==> src/hw/rtl/pnst_pkg.sv <==
// Shared constants, types and codes of the per-node send token table.
`default_nettype none

package pnst_pkg;

   localparam int TABLE_ENTRIES  = 64;
   localparam int NODE_ID_BITS   = 16;
   localparam int OBJECT_ID_BITS = 32;

   localparam int IDX_W      = $clog2(TABLE_ENTRIES);
   localparam int COUNT_W    = $clog2(TABLE_ENTRIES + 1);
   localparam int MODE_W     = 3;
   localparam int STATUS_W   = 3;
   localparam int USED_W     = 7;
   localparam int LIMIT_W    = 7;
   localparam int CSR_DATA_W = 7;
   localparam int CSR_INDEX_W = 1;

   localparam int GROUP_SIZE = 8;
   localparam int NUM_GROUPS = (TABLE_ENTRIES + GROUP_SIZE - 1) / GROUP_SIZE;
   localparam int GRP_W      = $clog2(GROUP_SIZE + 1);

   localparam logic               RESET_PER_NODE_LIMIT = 1'b1;
   localparam logic [LIMIT_W-1:0] RESET_TOKEN_LIMIT    = 7'd2;

   typedef logic [NODE_ID_BITS-1:0]   node_type;
   typedef logic [OBJECT_ID_BITS-1:0] obj_type;
   typedef logic [IDX_W-1:0]          idx_type;
   typedef logic [COUNT_W-1:0]        cnt_type;

   typedef enum logic [MODE_W-1:0] {
      MODE_RESERVE = 3'd0,
      MODE_FREE    = 3'd1,
      MODE_EXISTS  = 3'd2,
      MODE_AVAIL   = 3'd3,
      MODE_LIST    = 3'd4
   } mode_type;

   typedef enum logic [STATUS_W-1:0] {
      ST_OK      = 3'd0,
      ST_GLOBAL  = 3'd1,
      ST_HELD    = 3'd2,
      ST_NODE    = 3'd3,
      ST_MISSING = 3'd4,
      ST_IGNORED = 3'd5,
      ST_FULL    = 3'd6
   } status_type;

   typedef enum logic [CSR_INDEX_W-1:0] {
      CSR_PER_NODE_LIMIT = 1'b0,
      CSR_TOKEN_LIMIT    = 1'b1
   } csr_index_type;

   typedef struct packed {
      node_type node;
      obj_type  obj;
   } entry_type;

   typedef struct packed {
      logic    flag;
      obj_type obj;
   } list_type;

   // Broadcast from the controller to every cell.
   typedef struct packed {
      logic     cmp_en;
      node_type cmp_node;
      obj_type  cmp_obj;
      node_type wr_node;
      obj_type  wr_obj;
      cnt_type  total;
      idx_type  where;
      logic     append_en;
      logic     remove_en;
      logic     list_load;
      logic     list_shift;
   } cell_ctl_type;

endpackage

`default_nettype wire

==> src/hw/rtl/pnst_cell.sv <==
// One table cell: holds a token entry, compares it, shifts on free and list.
`default_nettype none

module pnst_cell (
   input  logic                  clock,
   input  logic                  reset,
   input  pnst_pkg::idx_type     cell_idx,
   input  pnst_pkg::cell_ctl_type ctl,
   input  pnst_pkg::entry_type   nbr_entry,
   input  pnst_pkg::list_type    list_in,
   output pnst_pkg::entry_type   entry_out,
   output pnst_pkg::list_type    list_out,
   output logic                  match_node,
   output logic                  match_pair
);
   import pnst_pkg::*;

   entry_type entry_ff, entry_in;
   list_type  list_ff, list_in_nxt;
   logic      match_node_ff, match_node_in;
   logic      match_pair_ff, match_pair_in;
   logic      valid;

   assign valid = COUNT_W'(cell_idx) < ctl.total;

   always_comb begin
      match_node_in = match_node_ff;
      match_pair_in = match_pair_ff;
      if (ctl.cmp_en) begin
         match_node_in = valid && (entry_ff.node == ctl.cmp_node);
         match_pair_in = match_node_in && (entry_ff.obj == ctl.cmp_obj);
      end

      entry_in = entry_ff;
      if (ctl.append_en && (COUNT_W'(cell_idx) == ctl.total)) begin
         entry_in.node = ctl.wr_node;
         entry_in.obj  = ctl.wr_obj;
      end else if (ctl.remove_en && (cell_idx >= ctl.where)) begin
         entry_in = nbr_entry;
      end

      list_in_nxt = list_ff;
      if (ctl.list_load) begin
         list_in_nxt.flag = match_node_ff;
         list_in_nxt.obj  = entry_ff.obj;
      end else if (ctl.list_shift) begin
         list_in_nxt = list_in;
      end
   end

   always_ff @(posedge clock) begin
      if (reset) begin
         match_node_ff <= 1'b0;
         match_pair_ff <= 1'b0;
         list_ff.flag  <= 1'b0;
      end else begin
         match_node_ff <= match_node_in;
         match_pair_ff <= match_pair_in;
         list_ff.flag  <= list_in_nxt.flag;
      end
      list_ff.obj <= list_in_nxt.obj;
      entry_ff    <= entry_in;
   end

   assign entry_out  = entry_ff;
   assign list_out   = list_ff;
   assign match_node = match_node_ff;
   assign match_pair = match_pair_ff;

endmodule

`default_nettype wire

==> config.mk <==
export PLATFORM = sky130hd
export DESIGN_NAME = pnst_cell
export DESIGN_NICKNAME = d
export VERILOG_FILES = /design/src/hw/rtl/pnst_pkg.sv /design/src/hw/rtl/pnst_cell.sv
export SDC_FILE = /design/constraint.sdc
export NUM_CORES = 1
export LEC_CHECK = 0
export BUFFER_PORTS_ARGS = -buffer_cell sky130_fd_sc_hd__buf_4
export CORE_ASPECT_RATIO = 0.7
export CORE_MARGIN = 5
export CORE_UTILIZATION = 35
export DETAILED_ROUTE_END_ITERATION = 8
export PLACE_DENSITY_LB_ADDON = 0.3
export SLEW_MARGIN = 40
export SYNTH_ARGS = -nofsm -noshare
export SYNTH_HDL_FRONTEND = slang
export SYNTH_SLANG_ARGS = --single-unit
==> constraint.sdc <==
create_clock -name clock -period 7.42 [get_ports clock]
set_clock_uncertainty 0.1 [all_clocks]
set_input_delay 0.371 -clock clock [delete_from_list [all_inputs] [get_ports clock]]
set_output_delay 0.371 -clock clock [all_outputs]
set_load 0.005 [all_outputs]
==> results.toml <==
[synth]
synth_compound_area_share_pct = 1.59
synth_cell_type_count = 27
yosysWarnings = 0
synthAdderAreaFrac_pct = 3.46
synth_area_leader_cell = "edfxtp_1"
synth_seq_area_share_pct = 56.8
synth_simple_gate_area_share_pct = 4.91
avgSynthCellArea_sq_um = 15.1
synth_area_sq_um = 4340
synth_top_family_by_area = "multiplexers"
yosysTopAreaCellShare_pct = 55.4
synth_mux_area_share_pct = 21.0
synth_nets = 503
yosys.area_share.xor_xnor_pct = 9.70
netlist_instances = 288
synthTopCellsByArea = "edfxtp_1, mux2_2, xnor2_1, ha_1, mux2_1"
ys_seq_elements = 83

[power]
sw_frac_of_total_pct = 22.6
p_seq_share_pct = 45.0
p_sw_uw = 306
total_leakage_power_uw = 0.00295
p_int_uw = 1050
power_uw = 1350
ir_worst_vdd_uv = 113
clockPowerShare_pct = 34.5
powerDensity_nw_per_um2 = 195
power.share.combinational_pct = 20.5

[clock_network]
postCtsSetupRepairBufs = 0
clk_latency_ps = 330
cts.sinks = 83
cts-resized-gates = 0
cts_inserted_buffers = 9
cts_tree = "yes"
clk_pin_slew_ps = 60
holdBufCountCts = 0
cts-root-buf = "clkbuf_16"
cts_buffer_depth = 2
h-tree-depth = 3

[floorplanning]
fp.dieW_um = 143
fp.coreArea_sq_um = 12300
io-pin-count = 286
chipHeight_um = 103
row_count = 34
start_util_pct = 35.3
die_area_sq_um = 14700

[layout]
syn_to_final_growth_pct = 60.3
layout_common_cells = "buf_4, edfxtp_1, mux2_2, xnor2_1, nand4_1"
num_antenna_cells = 0
final_common_cell = "buf_4"
drive_gt1_share_pct = 64.8
nNetsFinal = 792
fin_util_pct = 56.5
finalNonFillerCells = 742

[grt]
grt_max_degree = 49
grt_pass1_wl_um = 19800
grt_usage_pct = 17.9
grt_pass1_vias = 3723
antenna_found_initial = 0
gr-total-overflow = 0

[critical_path]
critical_path_arrival_ps = 2780
path_max_fanout = 48
crit_start = "cell_idx[5]"
startpoint_type = "primary input"
worst-setup-path-type = "primary input to flop"
cp.required_ps = 7280
reg2reg_from = "entry_out[17]"
cp-end-kind = "flop"

[hold_path]
hold_path_startpoint = "reset"
hp-class = "primary input to flop"

[outcome]
status = "finished, final reports clean"

[timing]
period_share_pct = 39.4
max-slew-margin-rel_pct = 56.3
worst_pin_slew_ps = 655
finalCriticalPeriod_ps = 2920
finalSetupTns_ps = 0
finalSetupViolations = 0
rsz0062_at_grt = "no"
final-max-slew-violation-count = 0
hold_viol_final = 0
max_clock_freq_mhz = 342

[placement]
routabilityCongestion = 0.897
numPortBuffers = 285
place_inst = 728
dp_hpwl_um = 11300

[drt]
avgRoutedWirePerCell_um = 18.8
vias = 3434
drc = 0
viasPerCell = 4.63
drtIter0Drc = 59
drtAntennaViolNets = 0
drt_wl_total_um = 13900
firstDrtPassIters = 4

[job]
max-cap-violations = 0
power groups by stage:
| stage | logic, uW | clock network [uW] | registers (uW) |
|---|---|---|---|
| 2_1_floorplan | 92.2 | 0 | 618 |
| 3_3_place_gp | 276 | 0 | 616 |
| 3_5_place_dp | 281 | 0 | 618 |
| 4_1_cts | 282 | 480 | 609 |
| 5_1_grt | 300 | 501 | 614 |
| 6_report | 277 | 467 | 609 |
registers in the layout, indices dropped and copies added, names as in the netlist:
signal	flops
entry_out	48
match_node	1
list_out	33
match_pair	1
per-stage QoR:
step	setup slack [ps]	hold slack (ps)	area [sq um]
floorplan	2170	340	4340
global placement	4170	355	6640
detailed placement	4070	379	6640
CTS	4430	101	6950
global route	4350	107	6950
finish	4500	115	6950
per-layer routing:
layer	wire, um	GRT usage [%]	share of wire [%]
met1	5350	20.7	38
met2	6970	31.8	50
met3	1520	7.00	11
met4	106	3.58	0.76
met5	0	0	0
logic make-up (layout without fill, tap and decap cells):
kind of cell,count (synthesis),in the layout
adders and majority gates,12,12
DFF,83,83
xor gates and xnor gates,48,48
and+or+nand+nor,32,32
buffers and inverters,21,313
muxes,81,81
AOI/OAI and AO/OA,11,11
synthesized netlist by cell type:
cell       count
buf_2          4
nor2_1         5
nor2_4         1
dfxtp_1        3
mux2_1         9
nand4b_4       1
buf_4          3
nand2b_1       2
inv_1         12
xnor2_1       48
mux2_2        71
mux2i_1        1
o31ai_1        1
edfxtp_1      80
nor2b_1        1
ha_1          12
a21o_1         2
or2_2          1
buf_6          2
nand4_1       14
nor4_1         3
o2111ai_1      1
a211oi_1       1
a21oi_1        6
nand2_1        1
nand3b_1       2
nand4b_1       1
layout make-up:
| cell class | count | area [sq um] |
|---|---|---|
| fillers | 1059 | 5350 |
| flip-flops and latches | 83 | 2460 |
| repair buffers | 287 | 2150 |
| multi-input cells | 184 | 1780 |
| clock buffers | 9 | 225 |
| well taps | 162 | 203 |
| clock inverters | 5 | 80.1 |
| inverters | 12 | 45.0 |
worst paths after layout:
check / slack, ps / cells after the start / end
worst min register to register: 380 / 2 / match_pair
worst max-delay path: 4500 / 8 / entry_out[27]
worst min-delay path: 110 / 2 / list_out[32]
worst max register to register: 5610 / 5 / match_pair
critical path, stage by stage:
cell and delay, ps:
buf_4 120, ha_1 350, nand4b_4 140, nor2_4 500, buf_4 480, a21oi_1 130
o31ai_4 80, buf_4 560
Note: power is estimated with default switching activity, not from simulation.
