**src/hw/rtl/pnst_pkg.sv**
```systemverilog
// Shared constants, types and codes of the per-node send token table.
`default_nettype none

package pnst_pkg;

   localparam int TABLE_ENTRIES  = 64;
   localparam int NODE_ID_BITS   = 16;
   localparam int OBJECT_ID_BITS = 32;

   localparam int IDX_W      = $clog2(TABLE_ENTRIES);
   localparam int COUNT_W    = $clog2(TABLE_ENTRIES + 1);
   localparam int MODE_W     = 3;
   localparam int STATUS_W   = 3;
   localparam int USED_W     = 7;
   localparam int LIMIT_W    = 7;
   localparam int CSR_DATA_W = 7;
   localparam int CSR_INDEX_W = 1;

   localparam int GROUP_SIZE = 8;
   localparam int NUM_GROUPS = (TABLE_ENTRIES + GROUP_SIZE - 1) / GROUP_SIZE;
   localparam int GRP_W      = $clog2(GROUP_SIZE + 1);

   localparam logic               RESET_PER_NODE_LIMIT = 1'b1;
   localparam logic [LIMIT_W-1:0] RESET_TOKEN_LIMIT    = 7'd2;

   typedef logic [NODE_ID_BITS-1:0]   node_type;
   typedef logic [OBJECT_ID_BITS-1:0] obj_type;
   typedef logic [IDX_W-1:0]          idx_type;
   typedef logic [COUNT_W-1:0]        cnt_type;

   typedef enum logic [MODE_W-1:0] {
      MODE_RESERVE = 3'd0,
      MODE_FREE    = 3'd1,
      MODE_EXISTS  = 3'd2,
      MODE_AVAIL   = 3'd3,
      MODE_LIST    = 3'd4
   } mode_type;

   typedef enum logic [STATUS_W-1:0] {
      ST_OK      = 3'd0,
      ST_GLOBAL  = 3'd1,
      ST_HELD    = 3'd2,
      ST_NODE    = 3'd3,
      ST_MISSING = 3'd4,
      ST_IGNORED = 3'd5,
      ST_FULL    = 3'd6
   } status_type;

   typedef enum logic [CSR_INDEX_W-1:0] {
      CSR_PER_NODE_LIMIT = 1'b0,
      CSR_TOKEN_LIMIT    = 1'b1
   } csr_index_type;

   typedef struct packed {
      node_type node;
      obj_type  obj;
   } entry_type;

   typedef struct packed {
      logic    flag;
      obj_type obj;
   } list_type;

   // Broadcast from the controller to every cell.
   typedef struct packed {
      logic     cmp_en;
      node_type cmp_node;
      obj_type  cmp_obj;
      node_type wr_node;
      obj_type  wr_obj;
      cnt_type  total;
      idx_type  where;
      logic     append_en;
      logic     remove_en;
      logic     list_load;
      logic     list_shift;
   } cell_ctl_type;

endpackage

`default_nettype wire

```
**src/hw/rtl/pnst_count.sv**
```systemverilog
// Registered reduction of cell match bits: node count, pair found, pair index.
`default_nettype none

module pnst_count (
   input  logic                                 clock,
   input  logic [pnst_pkg::TABLE_ENTRIES-1:0]   match_node,
   input  logic [pnst_pkg::TABLE_ENTRIES-1:0]   match_pair,
   output pnst_pkg::cnt_type                    node_count,
   output logic                                 pair_found,
   output pnst_pkg::idx_type                    pair_where
);
   import pnst_pkg::*;

   localparam int PAD_W = NUM_GROUPS * GROUP_SIZE;

   logic [PAD_W-1:0] padded;
   logic [GRP_W-1:0] grp_ff [NUM_GROUPS];
   logic [GRP_W-1:0] grp_in [NUM_GROUPS];
   cnt_type          cnt_ff, cnt_in;
   logic             found_ff, found_in;
   idx_type          where_ff, where_in;

   assign padded = PAD_W'(match_node);

   // First stage: per-group popcount, pair flag and pair index.
   always_comb begin
      for (int g = 0; g < NUM_GROUPS; g++) begin
         grp_in[g] = '0;
         for (int j = 0; j < GROUP_SIZE; j++) begin
            grp_in[g] = grp_in[g] + GRP_W'(padded[g*GROUP_SIZE + j]);
         end
      end
      found_in = |match_pair;
      // at most one valid entry holds a given pair
      where_in = '0;
      for (int i = 0; i < TABLE_ENTRIES; i++) begin
         where_in = where_in | (match_pair[i] ? IDX_W'(i) : '0);
      end
   end

   // Second stage: sum the groups.
   always_comb begin
      cnt_in = '0;
      for (int g = 0; g < NUM_GROUPS; g++) begin
         cnt_in = cnt_in + COUNT_W'(grp_ff[g]);
      end
   end

   always_ff @(posedge clock) begin
      for (int g = 0; g < NUM_GROUPS; g++) begin
         grp_ff[g] <= grp_in[g];
      end
      found_ff <= found_in;
      where_ff <= where_in;
      cnt_ff   <= cnt_in;
   end

   assign node_count = cnt_ff;
   assign pair_found = found_ff;
   assign pair_where = where_ff;

endmodule

`default_nettype wire
```
**config.mk**
```make
export PLATFORM = sky130hd
export DESIGN_NAME = pnst_count
export DESIGN_NICKNAME = d
export VERILOG_FILES = /design/src/hw/rtl/pnst_pkg.sv /design/src/hw/rtl/pnst_count.sv
export SDC_FILE = /design/constraint.sdc
export NUM_CORES = 1
export LEC_CHECK = 0
export BUFFER_PORTS_ARGS = -buffer_cell sky130_fd_sc_hd__buf_2
export CAP_MARGIN = 10
export CORE_MARGIN = 2
export CORE_UTILIZATION = 53
export CTS_BUF_LIST = sky130_fd_sc_hd__clkbuf_4
export CTS_CLUSTER_SIZE = 14
export DETAILED_ROUTE_END_ITERATION = 10
export GPL_TIMING_DRIVEN = 0
export MAX_ROUTING_LAYER = met4
export PLACE_DENSITY = 0.88
export SLEW_MARGIN = 20
export SYNTH_ARGS = -nofsm -noshare
export SYNTH_HDL_FRONTEND = slang
export SYNTH_SLANG_ARGS = --single-unit
export TNS_END_PERCENT = 10
```
**constraint.sdc**
```tcl
create_clock -name clock -period 10.02 [get_ports clock]
set_input_delay 0 -clock clock [delete_from_list [all_inputs] [get_ports clock]]
set_output_delay 0 -clock clock [all_outputs]
set_load 0.01 [all_outputs]
```
==> results of run 1 <==
==> registers in the layout, indices dropped and copies added, names as in the netlist <==
name,count
pair_found,1
pair_where,6
node_count,7
grp_ff,32
==> layer usage <==
metal	global-route usage, %	vias up	part of all wire (%)
met1	24.3	1351	36
met5	-	-	0
li1	-	1354	-
met2	48.2	123	57
met4	7.48	0	2.5
met3	3.96	20	5.0
==> final cells by class <==
cell class | count | area [um2]
Clock inverter | 3 | 16.3
Sequential cell | 46 | 921
Fill cell | 439 | 1700
Inverter | 103 | 387
Clock buffer | 5 | 37.5
Timing Repair Buffer | 174 | 1030
Multi-Input combinational cell | 177 | 2050
Tap cell | 77 | 96.3
==> power groups by stage <==
stage / combinational, mW / clock, mW / sequential (mW)
after floorplan: 0.827 / 0 / 0.308
after global placement: 0.998 / 0 / 0.306
after detailed placement: 1.13 / 0 / 0.309
after CTS: 1.15 / 0.0857 / 0.305
after global routing: 1.33 / 0.0933 / 0.312
final: 1.13 / 0.0832 / 0.305
==> synth_stat cells <==
| cell | n | area (um2) |
|---|---|---|
| sky130_fd_sc_hd__a21o_1 | 1 | 7.51 |
| sky130_fd_sc_hd__a21oi_1 | 9 | 45.0 |
| sky130_fd_sc_hd__dfxtp_1 | 46 | 921 |
| sky130_fd_sc_hd__fa_1 | 55 | 1100 |
| sky130_fd_sc_hd__ha_1 | 31 | 388 |
| sky130_fd_sc_hd__inv_1 | 103 | 387 |
| sky130_fd_sc_hd__nand2_1 | 6 | 22.5 |
| sky130_fd_sc_hd__nand2b_1 | 1 | 6.26 |
| sky130_fd_sc_hd__nand2b_4 | 1 | 13.8 |
| sky130_fd_sc_hd__nand3_1 | 8 | 40.0 |
| sky130_fd_sc_hd__nand4_1 | 4 | 25.0 |
| sky130_fd_sc_hd__nor2_1 | 11 | 41.3 |
| sky130_fd_sc_hd__nor2b_1 | 9 | 56.3 |
| sky130_fd_sc_hd__nor3_1 | 2 | 10.0 |
| sky130_fd_sc_hd__nor4_1 | 23 | 144 |
| sky130_fd_sc_hd__nor4_2 | 1 | 12.5 |
| sky130_fd_sc_hd__nor4_4 | 1 | 21.3 |
| sky130_fd_sc_hd__o21ai_0 | 1 | 5.00 |
| sky130_fd_sc_hd__or3_1 | 1 | 6.26 |
| sky130_fd_sc_hd__or4_1 | 1 | 7.51 |
| sky130_fd_sc_hd__or4_4 | 1 | 11.3 |
| sky130_fd_sc_hd__xnor2_1 | 6 | 52.6 |
| sky130_fd_sc_hd__xor2_1 | 4 | 35.0 |
==> cells in the final DEF (no fill, tap or decap), types with 8 or more instances in the layout <==
cell type	n
sky130_fd_sc_hd__dlygate4sd3_1	32
sky130_fd_sc_hd__ha_1	31
sky130_fd_sc_hd__a21oi_1	9
sky130_fd_sc_hd__fa_1	55
sky130_fd_sc_hd__nor2_1	11
sky130_fd_sc_hd__nand3_1	8
sky130_fd_sc_hd__nor4_1	23
sky130_fd_sc_hd__dfxtp_1	46
sky130_fd_sc_hd__buf_2	142
sky130_fd_sc_hd__inv_1	103
sky130_fd_sc_hd__nor2b_1	9
==> critical path: stages, from the launching register on <==
cell	delay [ns]
sky130_fd_sc_hd__dfxtp_1	0.33
sky130_fd_sc_hd__fa_1	0.53
sky130_fd_sc_hd__inv_1	0.06
sky130_fd_sc_hd__fa_1	0.53
sky130_fd_sc_hd__inv_1	0.06
sky130_fd_sc_hd__fa_1	0.45
sky130_fd_sc_hd__fa_1	0.53
sky130_fd_sc_hd__ha_1	0.16
sky130_fd_sc_hd__inv_1	0.05
sky130_fd_sc_hd__fa_1	0.40
sky130_fd_sc_hd__nor2b_1	0.12
sky130_fd_sc_hd__o21ai_0	0.08
sky130_fd_sc_hd__nand2b_1	0.07
==> path summary, 6_finish.rpt <==
check                                     end  slack (ns)  cells after the start      startpoint
worst max-delay path            node_count[6]        6.62                     12    grp_ff[1][1]
worst min-delay path            pair_where[3]        0.03                      4  match_pair[56]
worst max register to register  node_count[6]        6.62                     12    grp_ff[1][1]
worst min register to register  node_count[0]        0.63                      2   grp_ff[0][12]
==> kinds of logic after synthesis <==
logic type,share of synthesized area (%)
buffers and inverters,11.5
adders and majority gates,44.3
and+or+nand+nor,12.4
DFF,27.4
AOI/OAI and AO/OA,1.71
xor gates and xnor gates,2.61
==> through the flow <==
step / power, mW / cell area (um2)
after floorplan: 1.14 / 3360
after global placement: 1.30 / 4170
after detailed placement: 1.44 / 4170
after CTS: 1.54 / 4540
after global routing: 1.74 / 4540
final: 1.52 / 4540
==> summary.txt, run 1 <==
Die
  – Row count: 29
  – Die X-Extent: 83.6 um
  – Std-Cell Core Area: 0.00624 mm2
  – Initial Util: 53.8%
  – Die height: 83.6 um
  – Die Outline Area: 0.00699 mm2
  – Boundary pin count: 143

Power
  – Largest vdd supply drop: 0.564 mV
  – Pwr per Cell Area: 335 mW/mm2
  – Net switching share of the total power: 44.8%
  – Lkg Pwr: 2.40 nW
  – Clock Power Share: 5.5%
  – Comb pwr share: 74.5%
  – Cell internal pwr: 0.839 mW
  – Fraction of power consumed by sequential logic: 20.1%
  – Net Switching: 0.681 mW

Timing
  – RSZ-0062 raised after global routing: no
  – Rel. slew slack: 65.2%
  – Setup slack after layout: 6.62 ns
  – Slew Viols, Final: 0
  – Slew at the pin with the worst max-slew slack: 0.517 ns
  – Total of endpoints with negative setup slack in the final report: 0
  – Clock period minus final worst setup slack: 3.40 ns
  – Final cycle utilization of the critical path: 33.9%
  – Sum of negative setup slack: 0 ns
  – Final hold violations: 0
  – Skew final: 0.00992 ns
  – Max Clock Freq: 294 MHz
  – Post-Route Hold Slack: 0.0328 ns

Detailed routing
  – Average detailed-routed wire length per instance: 13.5 um
  – Number of detailed-routing iterations run before antenna repair: 4
  – Detailed Route WL: 7.88 mm
  – Via count: 2,848
  – Count of antenna-violating nets left after detailed routing: 0
  – Remaining design rule violation count: 0
  – Drt via density: 4.87
  – Starting DRT DRC Count: 47

Logic synthesis
  – Post-synthesis cell area: 0.00336 mm2
  – Mapped Avg Cell Area: 10.3 um2
  – Cell count after synthesis: 326
  – Register bit count reported by yosys: 46
  – Portion of the post-synthesis area used by sequential elements: 27.4%
  – Number of warnings reported in the yosys synthesis log: 0
  – Nets in the synthesized netlist: 541
  – Unique cell type count in the Yosys netlist: 23

Clock tree
  – Longest Clk Path Bufs: 2
  – Post-cts repair resize count: 0
  – Buffer count from post-CTS setup fixing: 0
  – Clock Sinks: 46
  – Hold_buf cts: 32
  – CTS root buf: sky130_fd_sc_hd__clkbuf_4
  – CTS tree: done
  – Clock-pin slew of the registers on the worst-case setup and hold paths: 0.13 ns
  – CTS buffer count: 5
  – Clock latency on the worst-skew pair: 0.35 ns
  – Maximum level of the CTS H-tree: 2

Worst hold path
  – Path type of the worst min-delay path: input pin to flip-flop

Placement
  – Half-perimeter wire length of the detailed placement result: 6.42 mm
  – Placer's final routability congestion estimate: 0.970
  – Worst-case setup slack after placement: 6.62 ns
  – Number of I/O port buffers: 142
  – Cell count after placement: 545

Cells and area
  – Nets: 722
  – Final standard cell utilization of the core: 72.8%
  – Layout cells sized above 1: 30.1%
  – Synthesis-to-finish area growth: 35.2%
  – Ant. Diodes: 0
  – Number of non-filler instances in the completed layout: 585

Critical path
  – Critical path required time: 10.33 ns
  – Setup CP Type: flip-flop to flip-flop
  – Critical-path maximum fanout: 2
  – CP Capture Type: flip-flop
  – Kind of launch point of the worst setup path: flip-flop
  – Data arrival, critical path: 3.71 ns

Job
  – Number of maximum-capacitance constraint violations: 0

GRT
  – Via count of the first global-routing pass: 3,200
  – Number of antenna violations at the first check in global routing: 0
  – Overall global routing resource usage: 24.5%
  – First-pass GRT wire length: 13.2 mm
  – Total global routing overflow: 0
  – Maximum number of pins on one net before global-route repair: 15

Status
  – Outcome: complete, no violations
Note: power is estimated with default switching activity, not from simulation.
==> inputs of run 2 (changes only) <==
--- a/config.mk
+++ b/config.mk
@@ -8,13 +8,13 @@
 export BUFFER_PORTS_ARGS = -buffer_cell sky130_fd_sc_hd__buf_2
 export CAP_MARGIN = 10
 export CORE_MARGIN = 2
-export CORE_UTILIZATION = 53
+export CORE_UTILIZATION = 45
 export CTS_BUF_LIST = sky130_fd_sc_hd__clkbuf_4
 export CTS_CLUSTER_SIZE = 14
 export DETAILED_ROUTE_END_ITERATION = 10
 export GPL_TIMING_DRIVEN = 0
 export MAX_ROUTING_LAYER = met4
-export PLACE_DENSITY = 0.88
+export PLACE_DENSITY = 0.79
 export SLEW_MARGIN = 20
 export SYNTH_ARGS = -nofsm -noshare
 export SYNTH_HDL_FRONTEND = slang
==> constraint.sdc (replaced) <==
create_clock -name clock -period 3.1 [get_ports clock]
set_input_delay 0 -clock clock [delete_from_list [all_inputs] [get_ports clock]]
set_output_delay 0 -clock clock [all_outputs]
set_load 0.01 [all_outputs]
==> run 2 against run 1 <==
The flow now finishes with violations (setup timing). Clock skew grew 0.0084 ns. Clock power grew to 4.5 times the previous value. Critical path type unchanged. Sequential power grew to 3.2 times the previous value. Utilization shrank 8.8 points. Design area grew 2.2%.
==> summary.txt, run 2 (synthesized netlist as in run 1, its figures left out) <==
Status
  – Outcome: finished, violations left
  – Failing checks: setup timing

Timing
  – Slew Viols, Final: 0 (unchanged)
  – Max Clock Freq: 308 MHz (+4.7%)
  – Setup slack after layout: -0.145 ns (-6.77 ns)
  – Skew final: 0.0183 ns (+0.00841 ns)
  – Rel. slew slack: 63.9% (-1.3 points)
  – Clock period minus final worst setup slack: 3.25 ns (-0.152 ns)
  – Final hold violations: 0 (unchanged)
  – RSZ-0062 raised after global routing: yes
  – Slew at the pin with the worst max-slew slack: 0.537 ns (+0.0193 ns)
  – Final cycle utilization of the critical path: 105% (+71 points)
  – Post-Route Hold Slack: 0.169 ns (+0.136 ns)
  – Total of endpoints with negative setup slack in the final report: 4 (+4)

Job
  – Number of maximum-capacitance constraint violations: 0 (unchanged)

Placement
  – Placer's final routability congestion estimate: 0.909 (-6.3%)
  – Worst-case setup slack after placement: -0.190 ns (-6.81 ns)
  – Half-perimeter wire length of the detailed placement result: 6.74 mm (+5.0%)
  – Cell area after placement: 0.00420 mm2 (+0.90%)
  – Number of I/O port buffers: 142 (unchanged)

Cells and area
  – Final standard cell utilization of the core: 64.0% (-8.8 points)
  – Layout cells sized above 1: 31.9% (+1.8 points)
  – Flip-flop count of the largest register, all copies and words added: 32 (unchanged)
  – Final Cell Area: 0.00464 mm2 (+2.2%)
  – Top register by number of flip-flops: grp_ff
  – Synthesis-to-finish area growth: 38.1%
  – Most common cell after layout, fill and taps aside: sky130_fd_sc_hd__buf_2
  – Commonest non-fill, non-tap cells in the layout: sky130_fd_sc_hd__buf_2, sky130_fd_sc_hd__inv_1, sky130_fd_sc_hd__fa_1, sky130_fd_sc_hd__dfxtp_1, sky130_fd_sc_hd__dlygate4sd3_1
  – Ant. Diodes: 0 (unchanged)
  – Nets: 725 (+0.42%)

GRT
  – First-pass GRT wire length: 13.3 mm (+0.78%)
  – Via count of the first global-routing pass: 3,166 (-1.1%)
  – Number of antenna violations at the first check in global routing: 0 (unchanged)
  – Overall global routing resource usage: 21.1% (-3.3 points)
  – Maximum number of pins on one net before global-route repair: 14 (-1)
  – Total global routing overflow: 0 (unchanged)

Critical path
  – Crit-path cells: fa_1 > fa_1 > fa_1 > fa_1 > ha_2 > inv_2 > fa_2 > nor2b_1 > o21ai_1 > nand2b_1
  – R2R depth: 10 (-2)
  – Setup slack of the most critical reg-to-reg path: -0.15 ns (-6.77 ns)
  – Critical path required time: 3.42 ns (-6.91 ns)
  – WP buf/inv: 1 (-2)
  – CP Capture Type: flip-flop
  – Highest cell delay on the worst timing path: 0.57 ns (+0.04 ns)
  – Slowest cell on the critical path: sky130_fd_sc_hd__fa_1
  – Setup CP Type: flip-flop to flip-flop
  – Worst reg2reg startpoint: grp_ff[1][6]
  – Kind of launch point of the worst setup path: flip-flop
  – Top delay family on crit path: adder cells
  – Critical-path maximum fanout: 2 (unchanged)
  – Reg2Reg Capture Point: node_count[6]
  – Cell occurring most often along the worst timing path: sky130_fd_sc_hd__fa_1
  – Data arrival, critical path: 3.57 ns (-0.14 ns)

Detailed routing
  – Remaining design rule violation count: 0 (unchanged)
  – Via count: 2,790 (-2.0%)
  – Drt via density: 4.57 (-6.1%)
  – Count of antenna-violating nets left after detailed routing: 0 (unchanged)
  – Average detailed-routed wire length per instance: 13.0 um (-3.7%)
  – Detailed Route WL: 7.91 mm (+0.41%)
  – Starting DRT DRC Count: 58 (+23%)
  – Number of detailed-routing iterations run before antenna repair: 4 (unchanged)

Power
  – Lkg Pwr: 2.42 nW (+1.1%)
  – Pwr per Cell Area: 1080 mW/mm2 (+220%)
  – Largest vdd supply drop: 1.14 mV (+100%)

Die
  – Die X-Extent: 90.4 um (+8.1%)
  – Std-Cell Core Area: 0.00725 mm2 (+16%)
  – Die Outline Area: 0.00817 mm2 (+17%)
  – Boundary pin count: 143 (unchanged)
  – Row count: 31 (+6.9%)
  – Initial Util: 46.3% (-7.5 points)
  – Die height: 90.4 um (+8.1%)

Worst hold path
  – Path type of the worst min-delay path: input pin to flip-flop
  – Min-delay src: match_node[43]
  – Hold depth: 4 (unchanged)
  – Hold EP: grp_ff[1][6]

Clock tree
  – Clock Sinks: 46 (unchanged)
  – Longest Clk Path Bufs: 2 (unchanged)
  – CTS buffer count: 5 (unchanged)
  – Clock latency on the worst-skew pair: 0.36 ns (about the same)
  – Maximum level of the CTS H-tree: 2 (unchanged)
  – CTS tree: done
  – CTS root buf: sky130_fd_sc_hd__clkbuf_4
  – Buffer count from post-CTS setup fixing: 0 (unchanged)
  – Clock-pin slew of the registers on the worst-case setup and hold paths: 0.14 ns (about the same)
-- run 2: changes by cell type in the layout (fill, tap and decap cells not counted), moves of 2 or more --
| cell | before | now |
|---|---|---|
| sky130_fd_sc_hd__fa_1 | 55 | 52 |
| sky130_fd_sc_hd__dfxtp_2 | 0 | 3 |
| sky130_fd_sc_hd__fa_2 | 0 | 3 |
| sky130_fd_sc_hd__dlygate4sd3_1 | 32 | 35 |
| sky130_fd_sc_hd__dfxtp_1 | 46 | 43 |
| sky130_fd_sc_hd__inv_1 | 103 | 101 |
| sky130_fd_sc_hd__inv_2 | 0 | 2 |
| sky130_fd_sc_hd__clkbuf_4 | 5 | 7 |
-- run 2: worst register-to-register path: cells and delay by family (launching register included) --
family | cells | cell delay, ns
adders and majority gates | 6 | 2.55
DFF | 1 | 0.35
and+or+nand+nor | 2 | 0.19
AOI/OAI and AO/OA | 1 | 0.07
buffers and inverters | 1 | 0.04
-- run 2: worst max-delay path by stage --
stage	endpoint	slack [ns]	cells after the start	startpoint
floorplan	node_count[3]	-0.07	8	grp_ff[0][6]
detailed placement	node_count[6]	-0.19	10	grp_ff[0][6]
finish	node_count[6]	-0.15	10	grp_ff[1][6]
CTS	node_count[6]	-0.17	10	grp_ff[1][10]
global placement	node_count[6]	-0.13	10	grp_ff[0][6]
global route	node_count[6]	-0.28	10	grp_ff[1][6]
-- run 2: repair_timing --
| action | 4_1_cts | 5_1_grt |
|---|---|---|
| endpoints found under the setup margin | 4 | 4 |
| hold buffers | 35 | 0 |
| hold endpoints to repair | 15 | 0 |
| cloned | 0 | 0 |
| pin swaps | 3 | 1 |
| resized for setup | 2 | 3 |
-- run 2: power breakdown --
| part | internal [mW] | switching (mW) | total, mW |
|---|---|---|---|
| Combinational | 1.80 | 1.87 | 3.67 |
| Clock | 0.189 | 0.184 | 0.373 |
| Sequential | 0.892 | 0.0862 | 0.978 |
| Total | 2.88 | 2.14 | 5.02 |
-- run 2: cell type report --
class	instances	area, um2
clock buffers	7	52.6
clock inverters	1	30.0
fillers	575	2610
inverters	103	387
multi-input cells	177	2060
flip-flops and latches	46	925
well taps	99	124
repair buffers	177	1060
-- run 2: metal layers --
metal / share of wire, % / vias up / track usage (%)
li1: - / 1363 / -
met3: 5.2 / 29 / 3.51
met2: 52 / 116 / 38.0
met4: 4.7 / 0 / 11.8
met1: 38 / 1282 / 22.0
met5: 0 / - / -
-- run 2: stage by stage --
step | cells | setup TNS (ns) | total power [mW]
after floorplan | 326 | -0.155 | 3.75
after global placement | 567 | -0.424 | 4.32
after detailed placement | 567 | -0.630 | 4.57
after CTS | 610 | -0.542 | 5.01
after global routing | 610 | -0.982 | 5.84
final | 610 | -0.448 | 5.02
